$ cat src/hw/rtl/gpcc_pkg.sv
// ----------------------------------------------------------------------------
// gpcc_pkg
// Shared widths, types and helper functions of the genotype pair
// contingency counter.
// ----------------------------------------------------------------------------
`default_nettype none

package gpcc_pkg;

  // Sizing
  localparam int WORD_BITS   = 64;  // counted bits of each bit-plane word
  localparam int COUNT_BITS  = 20;  // accumulator and cell precision
  localparam int PLANE_BITS  = 64;  // bit-plane field width on the port
  localparam int FIELD_BITS  = 20;  // marginal and cell field width on the port
  localparam int GROUP_BITS  = 2;
  localparam int PC_BITS     = $clog2(WORD_BITS + 1);
  localparam int NUM_LANES   = 4;
  localparam int QUEUE_DEPTH = 2;
  localparam int QPTR_BITS   = (QUEUE_DEPTH > 1) ? $clog2(QUEUE_DEPTH) : 1;
  localparam int QCNT_BITS   = $clog2(QUEUE_DEPTH + 1);

  // Lane indexes of the joint popcounts
  localparam int LANE_A0_B0 = 0;
  localparam int LANE_A0_B1 = 1;
  localparam int LANE_A1_B0 = 2;
  localparam int LANE_A1_B1 = 3;

  typedef logic [WORD_BITS-1:0]    word_t;
  typedef logic [PLANE_BITS-1:0]   plane_t;
  typedef logic [FIELD_BITS-1:0]   field_t;
  typedef logic [GROUP_BITS-1:0]   group_t;
  typedef logic [COUNT_BITS-1:0]   count_t;
  typedef logic [COUNT_BITS+1:0]   diff_t;
  typedef logic [PC_BITS-1:0]      pc_t;
  typedef logic [QCNT_BITS-1:0]    qcnt_t;
  typedef logic [QPTR_BITS-1:0]    qptr_t;

  localparam count_t CNT_MAX = {COUNT_BITS{1'b1}};

  // Classified word, as it waits in the queue
  typedef struct packed {
    group_t                 group;
    logic                   last;
    pc_t [NUM_LANES-1:0]    pc;
    count_t                 a_tot0;
    count_t                 a_tot1;
    count_t                 a_tot2;
    count_t                 b_tot0;
    count_t                 b_tot1;
  } item_t;

  // Finished accumulator set of one group, waiting for fill-in
  typedef struct packed {
    group_t                 group;
    logic                   sat;
    count_t [NUM_LANES-1:0] acc;
    count_t                 a_tot0;
    count_t                 a_tot1;
    count_t                 a_tot2;
    count_t                 b_tot0;
    count_t                 b_tot1;
  } tbl_t;

  // Output register contents
  typedef struct packed {
    group_t group;
    field_t c00;
    field_t c01;
    field_t c02;
    field_t c10;
    field_t c11;
    field_t c12;
    field_t c20;
    field_t c21;
    field_t c22;
    logic   inconsistent;
  } out_t;

  typedef struct packed {
    logic  full;
    qcnt_t count;
  } q_stat_t;

  typedef struct packed {
    logic tbl_valid;
    logic acc_clear;
  } back_stat_t;

  // Number of set bits in one word
  function automatic pc_t popcount(word_t w);
    pc_t n;
    n = '0;
    for (int i = 0; i < WORD_BITS; i++) begin
      n = n + pc_t'(w[i]);
    end
    return n;
  endfunction

  // Port field to count precision: keep the low COUNT_BITS bits
  function automatic count_t to_count(field_t v);
    logic [COUNT_BITS+FIELD_BITS-1:0] w;
    w = {{COUNT_BITS{1'b0}}, v};
    return w[COUNT_BITS-1:0];
  endfunction

  // Count to port field width
  function automatic field_t to_field(count_t c);
    logic [COUNT_BITS+FIELD_BITS-1:0] w;
    w = {{FIELD_BITS{1'b0}}, c};
    return w[FIELD_BITS-1:0];
  endfunction

  // total - x - y in two's complement; top bit set means negative
  function automatic diff_t fill_diff(count_t total, count_t x, count_t y);
    return {2'b00, total} - {2'b00, x} - {2'b00, y};
  endfunction

endpackage

`default_nettype wire

$ cat src/hw/rtl/gpcc_in_if.sv
// ----------------------------------------------------------------------------
// gpcc_in_if
// Word channel: one transaction carries one set of four bit-plane words.
// ----------------------------------------------------------------------------
`default_nettype none

interface gpcc_in_if;
  logic              valid;
  logic              ready;
  gpcc_pkg::group_t  group;
  gpcc_pkg::plane_t  a_geno0_word;
  gpcc_pkg::plane_t  a_geno1_word;
  gpcc_pkg::plane_t  b_geno0_word;
  gpcc_pkg::plane_t  b_geno1_word;
  logic              last_word;
  gpcc_pkg::field_t  a_total_g0;
  gpcc_pkg::field_t  a_total_g1;
  gpcc_pkg::field_t  a_total_g2;
  gpcc_pkg::field_t  b_total_g0;
  gpcc_pkg::field_t  b_total_g1;

  modport source (
    output valid, group, a_geno0_word, a_geno1_word, b_geno0_word, b_geno1_word,
           last_word, a_total_g0, a_total_g1, a_total_g2, b_total_g0, b_total_g1,
    input  ready
  );

  modport sink (
    input  valid, group, a_geno0_word, a_geno1_word, b_geno0_word, b_geno1_word,
           last_word, a_total_g0, a_total_g1, a_total_g2, b_total_g0, b_total_g1,
    output ready
  );
endinterface

`default_nettype wire

$ cat src/hw/rtl/gpcc_out_if.sv
// ----------------------------------------------------------------------------
// gpcc_out_if
// Table channel: one transaction carries the nine cells of one group.
// ----------------------------------------------------------------------------
`default_nettype none

interface gpcc_out_if;
  logic              valid;
  logic              ready;
  gpcc_pkg::group_t  out_group;
  gpcc_pkg::field_t  cell_00;
  gpcc_pkg::field_t  cell_01;
  gpcc_pkg::field_t  cell_02;
  gpcc_pkg::field_t  cell_10;
  gpcc_pkg::field_t  cell_11;
  gpcc_pkg::field_t  cell_12;
  gpcc_pkg::field_t  cell_20;
  gpcc_pkg::field_t  cell_21;
  gpcc_pkg::field_t  cell_22;
  logic              inconsistent;

  modport source (
    output valid, out_group, cell_00, cell_01, cell_02, cell_10, cell_11, cell_12,
           cell_20, cell_21, cell_22, inconsistent,
    input  ready
  );

  modport sink (
    input  valid, out_group, cell_00, cell_01, cell_02, cell_10, cell_11, cell_12,
           cell_20, cell_21, cell_22, inconsistent,
    output ready
  );
endinterface

`default_nettype wire

$ cat src/hw/rtl/gpcc_front.sv
// ----------------------------------------------------------------------------
// gpcc_front
// Accepts word transactions, forms the four joint popcounts and trims the
// marginal counts, then pushes the classified word into the queue.
// ----------------------------------------------------------------------------
`default_nettype none

module gpcc_front (
  gpcc_in_if.sink          in_if,
  input  logic             full_i,
  output logic             push_o,
  output gpcc_pkg::item_t  item_o
);

  gpcc_pkg::word_t a0, a1, b0, b1;

  // Only the low WORD_BITS of each plane count
  assign a0 = in_if.a_geno0_word[gpcc_pkg::WORD_BITS-1:0];
  assign a1 = in_if.a_geno1_word[gpcc_pkg::WORD_BITS-1:0];
  assign b0 = in_if.b_geno0_word[gpcc_pkg::WORD_BITS-1:0];
  assign b1 = in_if.b_geno1_word[gpcc_pkg::WORD_BITS-1:0];

  // Handshake: take a word whenever the queue has room
  assign in_if.ready = !full_i;
  assign push_o      = in_if.valid && !full_i;

  // Classified word
  always_comb begin
    item_o.group                        = in_if.group;
    item_o.last                         = in_if.last_word;
    item_o.pc[gpcc_pkg::LANE_A0_B0]     = gpcc_pkg::popcount(a0 & b0);
    item_o.pc[gpcc_pkg::LANE_A0_B1]     = gpcc_pkg::popcount(a0 & b1);
    item_o.pc[gpcc_pkg::LANE_A1_B0]     = gpcc_pkg::popcount(a1 & b0);
    item_o.pc[gpcc_pkg::LANE_A1_B1]     = gpcc_pkg::popcount(a1 & b1);
    item_o.a_tot0                       = gpcc_pkg::to_count(in_if.a_total_g0);
    item_o.a_tot1                       = gpcc_pkg::to_count(in_if.a_total_g1);
    item_o.a_tot2                       = gpcc_pkg::to_count(in_if.a_total_g2);
    item_o.b_tot0                       = gpcc_pkg::to_count(in_if.b_total_g0);
    item_o.b_tot1                       = gpcc_pkg::to_count(in_if.b_total_g1);
  end

endmodule

`default_nettype wire

$ cat src/hw/rtl/gpcc_queue.sv
// ----------------------------------------------------------------------------
// gpcc_queue
// Short register queue of classified words between the front and the back.
// ----------------------------------------------------------------------------
`default_nettype none

module gpcc_queue (
  input  logic                 clk_i,
  input  logic                 rst_ni,
  input  logic                 push_i,
  input  gpcc_pkg::item_t      item_i,
  input  logic                 pop_i,
  output gpcc_pkg::item_t      head_o,
  output logic                 head_valid_o,
  output gpcc_pkg::q_stat_t    stat_o
);

  localparam gpcc_pkg::qptr_t PTR_LAST = gpcc_pkg::qptr_t'(gpcc_pkg::QUEUE_DEPTH - 1);
  localparam gpcc_pkg::qcnt_t CNT_FULL = gpcc_pkg::qcnt_t'(gpcc_pkg::QUEUE_DEPTH);

  gpcc_pkg::item_t mem_q [gpcc_pkg::QUEUE_DEPTH];
  gpcc_pkg::qptr_t wr_ptr_q, wr_ptr_d;
  gpcc_pkg::qptr_t rd_ptr_q, rd_ptr_d;
  gpcc_pkg::qcnt_t count_q, count_d;

  // Pointer and fill count update
  always_comb begin
    wr_ptr_d = wr_ptr_q;
    rd_ptr_d = rd_ptr_q;
    count_d  = count_q;
    if (push_i) begin
      wr_ptr_d = (wr_ptr_q == PTR_LAST) ? '0 : wr_ptr_q + 1'b1;
    end
    if (pop_i) begin
      rd_ptr_d = (rd_ptr_q == PTR_LAST) ? '0 : rd_ptr_q + 1'b1;
    end
    case ({push_i, pop_i})
      2'b10:   count_d = count_q + 1'b1;
      2'b01:   count_d = count_q - 1'b1;
      default: count_d = count_q;
    endcase
  end

  always_ff @(posedge clk_i or negedge rst_ni) begin
    if (!rst_ni) begin
      wr_ptr_q <= '0;
      rd_ptr_q <= '0;
      count_q  <= '0;
    end else begin
      wr_ptr_q <= wr_ptr_d;
      rd_ptr_q <= rd_ptr_d;
      count_q  <= count_d;
    end
  end

  // Entry storage
  always_ff @(posedge clk_i) begin
    if (push_i) begin
      mem_q[wr_ptr_q] <= item_i;
    end
  end

  assign head_o       = mem_q[rd_ptr_q];
  assign head_valid_o = (count_q != '0);
  assign stat_o.full  = (count_q == CNT_FULL);
  assign stat_o.count = count_q;

endmodule

`default_nettype wire

$ cat src/hw/rtl/gpcc_back.sv
// ----------------------------------------------------------------------------
// gpcc_back
// Saturating accumulation of the joint popcounts, fill-in of the cells
// that involve genotype 2, and the output register.
// ----------------------------------------------------------------------------
`default_nettype none

module gpcc_back (
  input  logic                   clk_i,
  input  logic                   rst_ni,
  input  gpcc_pkg::item_t        head_i,
  input  logic                   head_valid_i,
  output logic                   pop_o,
  output gpcc_pkg::back_stat_t   stat_o,
  gpcc_out_if.source             out_if
);

  gpcc_pkg::count_t acc_q [gpcc_pkg::NUM_LANES];
  gpcc_pkg::count_t acc_d [gpcc_pkg::NUM_LANES];
  gpcc_pkg::count_t acc_sum [gpcc_pkg::NUM_LANES];
  logic [gpcc_pkg::NUM_LANES-1:0] ovf;
  logic sat_q, sat_d, sat_next;

  gpcc_pkg::tbl_t tbl_q, tbl_d;
  logic           tbl_valid_q, tbl_valid_d;
  logic           tbl_move, tbl_free, close_grp;

  gpcc_pkg::out_t out_q, out_d;
  logic           out_valid_q, out_valid_d;

  // Stage handshakes
  assign tbl_move  = tbl_valid_q && (!out_valid_q || out_if.ready);
  assign tbl_free  = !tbl_valid_q || tbl_move;
  assign pop_o     = head_valid_i && (!head_i.last || tbl_free);
  assign close_grp = pop_o && head_i.last;

  // Saturating sums of the current word
  always_comb begin
    logic [gpcc_pkg::COUNT_BITS:0] sum;
    for (int k = 0; k < gpcc_pkg::NUM_LANES; k++) begin
      sum        = {1'b0, acc_q[k]} + (gpcc_pkg::COUNT_BITS + 1)'(head_i.pc[k]);
      ovf[k]     = sum[gpcc_pkg::COUNT_BITS];
      acc_sum[k] = ovf[k] ? gpcc_pkg::CNT_MAX : sum[gpcc_pkg::COUNT_BITS-1:0];
    end
    sat_next = sat_q || (|ovf);
  end

  // Accumulator update; the group's last word closes the table
  always_comb begin
    for (int k = 0; k < gpcc_pkg::NUM_LANES; k++) begin
      acc_d[k] = acc_q[k];
    end
    sat_d = sat_q;
    if (pop_o) begin
      for (int k = 0; k < gpcc_pkg::NUM_LANES; k++) begin
        acc_d[k] = head_i.last ? '0 : acc_sum[k];
      end
      sat_d = head_i.last ? 1'b0 : sat_next;
    end
  end

  // Closed table
  always_comb begin
    tbl_d.group  = head_i.group;
    tbl_d.sat    = sat_next;
    for (int k = 0; k < gpcc_pkg::NUM_LANES; k++) begin
      tbl_d.acc[k] = acc_sum[k];
    end
    tbl_d.a_tot0 = head_i.a_tot0;
    tbl_d.a_tot1 = head_i.a_tot1;
    tbl_d.a_tot2 = head_i.a_tot2;
    tbl_d.b_tot0 = head_i.b_tot0;
    tbl_d.b_tot1 = head_i.b_tot1;
    tbl_valid_d  = tbl_valid_q;
    if (tbl_move) begin
      tbl_valid_d = 1'b0;
    end
    if (close_grp) begin
      tbl_valid_d = 1'b1;
    end
  end

  // Fill-in from the marginals, negative results clamp to zero
  always_comb begin
    gpcc_pkg::diff_t  d02, d12, d20, d21, d22;
    gpcc_pkg::count_t c20, c21;
    logic             neg20, neg21;
    d02   = gpcc_pkg::fill_diff(tbl_q.a_tot0, tbl_q.acc[gpcc_pkg::LANE_A0_B0],
                                tbl_q.acc[gpcc_pkg::LANE_A0_B1]);
    d12   = gpcc_pkg::fill_diff(tbl_q.a_tot1, tbl_q.acc[gpcc_pkg::LANE_A1_B0],
                                tbl_q.acc[gpcc_pkg::LANE_A1_B1]);
    d20   = gpcc_pkg::fill_diff(tbl_q.b_tot0, tbl_q.acc[gpcc_pkg::LANE_A0_B0],
                                tbl_q.acc[gpcc_pkg::LANE_A1_B0]);
    d21   = gpcc_pkg::fill_diff(tbl_q.b_tot1, tbl_q.acc[gpcc_pkg::LANE_A0_B1],
                                tbl_q.acc[gpcc_pkg::LANE_A1_B1]);
    neg20 = d20[gpcc_pkg::COUNT_BITS+1];
    neg21 = d21[gpcc_pkg::COUNT_BITS+1];
    c20   = neg20 ? '0 : d20[gpcc_pkg::COUNT_BITS-1:0];
    c21   = neg21 ? '0 : d21[gpcc_pkg::COUNT_BITS-1:0];
    d22   = gpcc_pkg::fill_diff(tbl_q.a_tot2, c20, c21);

    out_d.group = tbl_q.group;
    out_d.c00   = gpcc_pkg::to_field(tbl_q.acc[gpcc_pkg::LANE_A0_B0]);
    out_d.c01   = gpcc_pkg::to_field(tbl_q.acc[gpcc_pkg::LANE_A0_B1]);
    out_d.c10   = gpcc_pkg::to_field(tbl_q.acc[gpcc_pkg::LANE_A1_B0]);
    out_d.c11   = gpcc_pkg::to_field(tbl_q.acc[gpcc_pkg::LANE_A1_B1]);
    out_d.c02   = gpcc_pkg::to_field(d02[gpcc_pkg::COUNT_BITS+1] ?
                                     '0 : d02[gpcc_pkg::COUNT_BITS-1:0]);
    out_d.c12   = gpcc_pkg::to_field(d12[gpcc_pkg::COUNT_BITS+1] ?
                                     '0 : d12[gpcc_pkg::COUNT_BITS-1:0]);
    out_d.c20   = gpcc_pkg::to_field(c20);
    out_d.c21   = gpcc_pkg::to_field(c21);
    out_d.c22   = gpcc_pkg::to_field(d22[gpcc_pkg::COUNT_BITS+1] ?
                                     '0 : d22[gpcc_pkg::COUNT_BITS-1:0]);
    out_d.inconsistent = tbl_q.sat || d02[gpcc_pkg::COUNT_BITS+1] ||
                         d12[gpcc_pkg::COUNT_BITS+1] || neg20 || neg21 ||
                         d22[gpcc_pkg::COUNT_BITS+1];
  end

  // Output register valid
  always_comb begin
    out_valid_d = out_valid_q;
    if (out_if.ready) begin
      out_valid_d = 1'b0;
    end
    if (tbl_move) begin
      out_valid_d = 1'b1;
    end
  end

  // Control state and accumulators
  always_ff @(posedge clk_i or negedge rst_ni) begin
    if (!rst_ni) begin
      for (int k = 0; k < gpcc_pkg::NUM_LANES; k++) begin
        acc_q[k] <= '0;
      end
      sat_q       <= 1'b0;
      tbl_valid_q <= 1'b0;
      out_valid_q <= 1'b0;
    end else begin
      for (int k = 0; k < gpcc_pkg::NUM_LANES; k++) begin
        acc_q[k] <= acc_d[k];
      end
      sat_q       <= sat_d;
      tbl_valid_q <= tbl_valid_d;
      out_valid_q <= out_valid_d;
    end
  end

  // Payload registers
  always_ff @(posedge clk_i) begin
    if (close_grp) begin
      tbl_q <= tbl_d;
    end
    if (tbl_move) begin
      out_q <= out_d;
    end
  end

  // Status for checks
  always_comb begin
    stat_o.tbl_valid = tbl_valid_q;
    stat_o.acc_clear = !sat_q;
    for (int k = 0; k < gpcc_pkg::NUM_LANES; k++) begin
      if (acc_q[k] != '0) begin
        stat_o.acc_clear = 1'b0;
      end
    end
  end

  // Output channel
  assign out_if.valid        = out_valid_q;
  assign out_if.out_group    = out_q.group;
  assign out_if.cell_00      = out_q.c00;
  assign out_if.cell_01      = out_q.c01;
  assign out_if.cell_02      = out_q.c02;
  assign out_if.cell_10      = out_q.c10;
  assign out_if.cell_11      = out_q.c11;
  assign out_if.cell_12      = out_q.c12;
  assign out_if.cell_20      = out_q.c20;
  assign out_if.cell_21      = out_q.c21;
  assign out_if.cell_22      = out_q.c22;
  assign out_if.inconsistent = out_q.inconsistent;

endmodule

`default_nettype wire

$ cat src/hw/rtl/genotype_pair_contingency_counter.sv
// ----------------------------------------------------------------------------
// genotype_pair_contingency_counter
// Joint 3x3 genotype count table of two markers, one table per sample group.
// ----------------------------------------------------------------------------
// Usage:
//   in_chan carries one transaction per 64-sample word: four bit-planes
//   (A genotype 0/1, B genotype 0/1), the group, a last-word flag and, on the
//   last word, the marginal counts of the group. out_chan carries one
//   transaction per group: the nine cells and an inconsistency flag.
//   Throughput is one word per cycle while the queue has room. The popcount
//   tree sits in the front, the 20-bit saturating accumulate in the back.
//   The table of a group reaches out_chan through the queue, the table stage
//   and the output register, after the edge that accepts its last word.
//   A two-entry queue decouples the front from the back; in_chan.ready drops
//   only while the queue is full. A receiver stall holds the output register,
//   then the closed table, then words in the queue; words that do not close
//   a group keep flowing into the accumulators while one table waits.
//   Reset clears the accumulators, the saturation flag, the queue and all
//   valid flags; no table is pending after reset.
// ----------------------------------------------------------------------------
`default_nettype none

module genotype_pair_contingency_counter (
  input  logic       clk_i,
  input  logic       rst_ni,
  gpcc_in_if.sink    in_chan,
  gpcc_out_if.source out_chan
);

  logic                  push, pop, head_valid;
  gpcc_pkg::item_t       push_item, head;
  gpcc_pkg::q_stat_t     q_stat;
  gpcc_pkg::back_stat_t  b_stat;

  gpcc_front u_front (
    .in_if  (in_chan),
    .full_i (q_stat.full),
    .push_o (push),
    .item_o (push_item)
  );

  gpcc_queue u_queue (
    .clk_i        (clk_i),
    .rst_ni       (rst_ni),
    .push_i       (push),
    .item_i       (push_item),
    .pop_i        (pop),
    .head_o       (head),
    .head_valid_o (head_valid),
    .stat_o       (q_stat)
  );

  gpcc_back u_back (
    .clk_i        (clk_i),
    .rst_ni       (rst_ni),
    .head_i       (head),
    .head_valid_i (head_valid),
    .pop_o        (pop),
    .stat_o       (b_stat),
    .out_if       (out_chan)
  );

  // Checks
  a_q_bound: assert property (@(posedge clk_i) disable iff (!rst_ni)
    q_stat.count <= gpcc_pkg::qcnt_t'(gpcc_pkg::QUEUE_DEPTH))
    else $error("queue fill count above depth");

  a_q_drain: assert property (@(posedge clk_i) disable iff (!rst_ni)
    (pop && !push) |=> (q_stat.count == $past(q_stat.count) - 1'b1))
    else $error("queue count did not drop on pop");

  a_close_tbl: assert property (@(posedge clk_i) disable iff (!rst_ni)
    (pop && head.last) |=> b_stat.tbl_valid)
    else $error("closed group left no pending table");

  a_close_clr: assert property (@(posedge clk_i) disable iff (!rst_ni)
    (pop && head.last) |=> b_stat.acc_clear)
    else $error("accumulators not cleared after last word");

endmodule

`default_nettype wire

$ cat src/flat_wrapper.sv
// flat-port wrapper written by rule: the top's interface ports become plain ports
module genotype_pair_contingency_counter_flat 
  (clk_i, rst_ni, in_chan_valid, in_chan_group, in_chan_a_geno0_word, in_chan_a_geno1_word, in_chan_b_geno0_word, in_chan_b_geno1_word, in_chan_last_word, in_chan_a_total_g0, in_chan_a_total_g1, in_chan_a_total_g2, in_chan_b_total_g0, in_chan_b_total_g1, in_chan_ready, out_chan_valid, out_chan_out_group, out_chan_cell_00, out_chan_cell_01, out_chan_cell_02, out_chan_cell_10, out_chan_cell_11, out_chan_cell_12, out_chan_cell_20, out_chan_cell_21, out_chan_cell_22, out_chan_inconsistent, out_chan_ready);
  gpcc_in_if in_chan_i ();
  gpcc_out_if out_chan_i ();
  input  logic clk_i;
  input  logic rst_ni;
  input wire logic [$bits(in_chan_i.valid)-1:0] in_chan_valid;
  input wire logic [$bits(in_chan_i.group)-1:0] in_chan_group;
  input wire logic [$bits(in_chan_i.a_geno0_word)-1:0] in_chan_a_geno0_word;
  input wire logic [$bits(in_chan_i.a_geno1_word)-1:0] in_chan_a_geno1_word;
  input wire logic [$bits(in_chan_i.b_geno0_word)-1:0] in_chan_b_geno0_word;
  input wire logic [$bits(in_chan_i.b_geno1_word)-1:0] in_chan_b_geno1_word;
  input wire logic [$bits(in_chan_i.last_word)-1:0] in_chan_last_word;
  input wire logic [$bits(in_chan_i.a_total_g0)-1:0] in_chan_a_total_g0;
  input wire logic [$bits(in_chan_i.a_total_g1)-1:0] in_chan_a_total_g1;
  input wire logic [$bits(in_chan_i.a_total_g2)-1:0] in_chan_a_total_g2;
  input wire logic [$bits(in_chan_i.b_total_g0)-1:0] in_chan_b_total_g0;
  input wire logic [$bits(in_chan_i.b_total_g1)-1:0] in_chan_b_total_g1;
  output wire logic [$bits(in_chan_i.ready)-1:0] in_chan_ready;
  output wire logic [$bits(out_chan_i.valid)-1:0] out_chan_valid;
  output wire logic [$bits(out_chan_i.out_group)-1:0] out_chan_out_group;
  output wire logic [$bits(out_chan_i.cell_00)-1:0] out_chan_cell_00;
  output wire logic [$bits(out_chan_i.cell_01)-1:0] out_chan_cell_01;
  output wire logic [$bits(out_chan_i.cell_02)-1:0] out_chan_cell_02;
  output wire logic [$bits(out_chan_i.cell_10)-1:0] out_chan_cell_10;
  output wire logic [$bits(out_chan_i.cell_11)-1:0] out_chan_cell_11;
  output wire logic [$bits(out_chan_i.cell_12)-1:0] out_chan_cell_12;
  output wire logic [$bits(out_chan_i.cell_20)-1:0] out_chan_cell_20;
  output wire logic [$bits(out_chan_i.cell_21)-1:0] out_chan_cell_21;
  output wire logic [$bits(out_chan_i.cell_22)-1:0] out_chan_cell_22;
  output wire logic [$bits(out_chan_i.inconsistent)-1:0] out_chan_inconsistent;
  input wire logic [$bits(out_chan_i.ready)-1:0] out_chan_ready;
  assign in_chan_i.valid = in_chan_valid;
  assign in_chan_i.group = in_chan_group;
  assign in_chan_i.a_geno0_word = in_chan_a_geno0_word;
  assign in_chan_i.a_geno1_word = in_chan_a_geno1_word;
  assign in_chan_i.b_geno0_word = in_chan_b_geno0_word;
  assign in_chan_i.b_geno1_word = in_chan_b_geno1_word;
  assign in_chan_i.last_word = in_chan_last_word;
  assign in_chan_i.a_total_g0 = in_chan_a_total_g0;
  assign in_chan_i.a_total_g1 = in_chan_a_total_g1;
  assign in_chan_i.a_total_g2 = in_chan_a_total_g2;
  assign in_chan_i.b_total_g0 = in_chan_b_total_g0;
  assign in_chan_i.b_total_g1 = in_chan_b_total_g1;
  assign in_chan_ready = in_chan_i.ready;
  assign out_chan_valid = out_chan_i.valid;
  assign out_chan_out_group = out_chan_i.out_group;
  assign out_chan_cell_00 = out_chan_i.cell_00;
  assign out_chan_cell_01 = out_chan_i.cell_01;
  assign out_chan_cell_02 = out_chan_i.cell_02;
  assign out_chan_cell_10 = out_chan_i.cell_10;
  assign out_chan_cell_11 = out_chan_i.cell_11;
  assign out_chan_cell_12 = out_chan_i.cell_12;
  assign out_chan_cell_20 = out_chan_i.cell_20;
  assign out_chan_cell_21 = out_chan_i.cell_21;
  assign out_chan_cell_22 = out_chan_i.cell_22;
  assign out_chan_inconsistent = out_chan_i.inconsistent;
  assign out_chan_i.ready = out_chan_ready;
  genotype_pair_contingency_counter u_core (.clk_i(clk_i), .rst_ni(rst_ni), .in_chan(in_chan_i), .out_chan(out_chan_i));
endmodule
$ cat config.mk
export PLATFORM = sky130hd
export DESIGN_NAME = genotype_pair_contingency_counter_flat
export DESIGN_NICKNAME = d
export VERILOG_FILES = /design/src/hw/rtl/gpcc_pkg.sv /design/src/hw/rtl/gpcc_in_if.sv /design/src/hw/rtl/gpcc_out_if.sv /design/src/hw/rtl/gpcc_front.sv /design/src/hw/rtl/gpcc_queue.sv /design/src/hw/rtl/gpcc_back.sv /design/src/hw/rtl/genotype_pair_contingency_counter.sv /design/src/flat_wrapper.sv
export SDC_FILE = /design/constraint.sdc
export NUM_CORES = 2
export LEC_CHECK = 0
export BUFFER_PORTS_ARGS = -buffer_cell sky130_fd_sc_hd__buf_2
export CAP_MARGIN = 30
export CORE_UTILIZATION = 60
export CTS_CLUSTER_SIZE = 8
export DETAILED_ROUTE_END_ITERATION = 6
export PLACE_DENSITY = 0.88
export SKIP_LAST_GASP = 1
export SYNTH_ARGS = -nofsm -noshare
export SYNTH_HDL_FRONTEND = slang
export SYNTH_HIERARCHICAL = 1
export SYNTH_SLANG_ARGS = --single-unit
$ cat constraint.sdc
create_clock -name clk_i -period 9.3 [get_ports clk_i]
set_input_delay 0.93 -clock clk_i [delete_from_list [all_inputs] [get_ports clk_i]]
set_output_delay 0.93 -clock clk_i [all_outputs]
set_load 0.01 [all_outputs]
==> parameters.txt <==
Parameter                              Value

Floorplanning
  Io pins ... 548
  Initial core utilization ... 0.610
  Floorplan row count ... 99
  Die area ... ~0.076 sq mm
  Width of the die ... roughly 280 um
  Die boundary height ... ~280 um
  Core area ... 0.0735 sq mm

Setup path
  Reg-to-reg slack, setup ... 620 ps
  Worst-path maximum fanout ... 23
  Reg-to-reg startpoint ... u_core/u_back/out_d[163]
  Endpoint kind of the worst setup timing path ... flip-flop
  Crit-path most repeated cell ... sky130_fd_sc_hd__a21oi_1
  Worst EP required ... 9720 ps
  Beginning of the critical path ... u_core/u_back/out_d[163]
  Highest cell delay on the worst timing path ... approximately 420 ps
  Kind of critical path ... flip-flop to flip-flop
  Startpoint kind of the worst setup timing path ... flip-flop
  Depth of the most critical reg-to-reg path ... 39
  Reg-to-reg critical path endpoint ... u_core/u_back/out_if.inconsistent
  Arrival time of the worst setup path ... roughly 9100 ps
  Cell with the largest stage delay on the worst path ... sky130_fd_sc_hd__or4_1
  Capture point of the critical path ... u_core/u_back/out_if.inconsistent

Global route
  Vias in the first global route ... 32300
  Maximum number of pins on one net before global-route repair ... 91
  Initial antenna violation count ... 9
  GRT Resource Usage Total ... 0.327
  Remaining Overflow, GRT ... 0
  Wire length of the first global-routing pass ... between 150000 and 200000 um

STA
  Number of hold-slack violations in the final timing report ... 0
  Final setup violation count ... 0
  Clock skew after layout ... 56.0 ps
  Transition time of the tightest slew-check pin ... between 900 and 1000 ps
  Slew Limit Fails ... 0
  Max_slew headroom ... 0.347
  Final worst path period share ... 0.933
  Minimum clock period after layout ... about 8700 ps
  Setup repair after global routing missed its margin ... no
  Peak Freq ... 0.115 GHz
  Setup TNS ... 0 ps

Logic synthesis
  Syn nets ... 4683
  Post-synthesis instance area ... 0.0448 sq mm
  Number of instances in the synthesized netlist ... around 3800
  Mean Syn Cell Area ... approximately 12 sq um
  Yosys warning total ... 6

CTS
  Root buffer selected by CTS ... sky130_fd_sc_hd__clkbuf_16
  Sinks on Clock Net ... 715
  Clock tree from TritonCTS ... done
  H-Tree Level Count ... 3
  Quantity of hold-fixing buffers added after cts ... 0
  Total CTS buffers ... 99
  Source-to-sink clock delay at the later pin of the worst-skew pair ... 680 ps
  Clock slew at reported path FFs ... 60 ps
  Largest buffer count on any clock path ... 3

Job
  Max-cap violations ... 0

Routing
  Routed wirelength normalized by instance count ... ~23 um
  Starting DRT DRC Count ... 3030
  DRC ... 0
  Average vias per placed instance ... 5.96
  Number of detailed-route iterations in the first pass ... 6
  Post-DRT Antenna Nets ... 0
  Final Routed Wirelength ... 125000 um
  Count of vias placed by the detailed router ... 31800

Run status
  Result of the run ... complete, no violations

Placement
  Number of buffers inserted by port buffering ... around 550
  HPWL after detailed placement ... 94900 um
  Final weighted congestion of routability-driven global placement ... approximately 1.0

Worst hold path
  Type of the most critical hold path ... primary input to asynchronous set/reset pin

Finish
  Area growth syn-to-layout ... 13.4%
  Number of nets in the final layout ... 5176
  Ratio of cells with drive above 1 in the final layout ... 0.201
-- metrics by stage --
stage | instance area [sq um] | instances | hold slack, ps | setup WS, ps | utilization
5_1_grt | 50800 | 5329 | 184 | 0.888 | 0.692
4_1_cts | 50700 | 5322 | 160 | 570 | 0.691
3_5_place_dp | 47800 | 5148 | 405 | 741 | 0.651
3_3_place_gp | 47800 | 5147 | 407 | 946 | 0.650
2_1_floorplan | 44800 | 3799 | 400 | 1540 | -
6_report | 50800 | 5331 | 172 | 623 | 0.692
-- final cells by class --
cell class                      instances  area [sq um]
Clock inverter                          7           186
Tap cell                              959          1200
Antenna cell                            7          17.5
Sequential cell                       715         21000
Multi-Input combinational cell       2529         21300
Clock buffer                          167          2750
Inverter                              378          1420
Fill cell                            4968         22600
Timing Repair Buffer                  569          2950
-- registers in the layout, summed over array words and instances, names as in the netlist, 2 cells and up --
register and count:
u_core/u_back/out_if.cell_10 20, u_core/u_back/out_if.cell_21 20, u_core/u_back/out_if.cell_11 20, u_core/u_back/out_if.cell_00 20
u_core/u_back/out_if.cell_12 20, u_core/u_back/tbl_q 101, u_core/u_back/out_if.out_group 2, u_core/u_back/out_if.cell_01 20
u_core/u_queue/count_q 2, u_core/u_back/out_d 82, u_core/u_back/out_if.cell_02 20, u_core/u_back/acc_q 80
u_core/u_back/out_if.cell_20 20, u_core/u_back/out_if.cell_22 20, u_core/u_queue/mem_q 262
-- worst min path at each step --
stage,endpoint,slack (ps)
floorplan,u_core/u_back/out_if.out_group[0],400
global placement,u_core/u_back/out_if.out_group[0],410
detailed placement,u_core/u_back/out_if.out_group[0],400
CTS,u_core/u_back/acc_q[4],160
global route,u_core/u_back/acc_q[1],180
finish,u_core/u_back/acc_q[1],170
-- critical path: cells and delay by family, from the launching register on --
kind / cells / cell delay (ps)
buf+inv: 2 / 390
flops: 1 / 400
xor+xnor: 2 / 250
compound gates: 20 / 4010
fa+ha+maj: 4 / 1220
simple gates: 11 / 2130
-- metal layers --
| layer | global-route usage | vias to the layer above | wire (um) | part of all wire |
|---|---|---|---|---|
| li1 | - | 14300 | - | - |
| met1 | 0.395 | 15300 | 46000 | 0.37 |
| met2 | 0.559 | 1716 | 61300 | 0.49 |
| met3 | 0.0549 | 407 | 10000 | 0.080 |
| met4 | 0.182 | 0 | 7390 | 0.059 |
| met5 | 0 | - | 0 | 0 |
-- layout by cell type (no fill, tap or decap), drive strengths merged, types with 10 or more instances in the layout --
master / n
or2: 11
nor3: 61
nand3: 65
a22o: 37
o2111ai: 11
o21a: 52
a21boi: 13
and4: 11
o21bai: 16
o31ai: 10
nand2: 314
o21ai: 144
or3: 17
nor2: 196
nand4: 10
a31oi: 29
edfxtp: 628
buf: 569
nor2b: 37
a21o: 53
clkbuf: 167
xor2: 67
nand2b: 41
a211oi: 27
xnor2: 132
ha: 291
dfrtp: 87
fa: 230
and3: 40
and2: 148
mux2: 137
inv: 379
o211ai: 19
a21oi: 195
-- what timing repair did --
action / 4_1_cts / 5_1_grt
hold endpoints to repair: 0 / 0
resized for setup: 0 / 6
endpoints found under the setup margin: 0 / 21
buffers inserted: 0 / 0
Power is not shown: default switching activity piles up to over one toggle a cycle in this logic, so the estimate is an artifact.
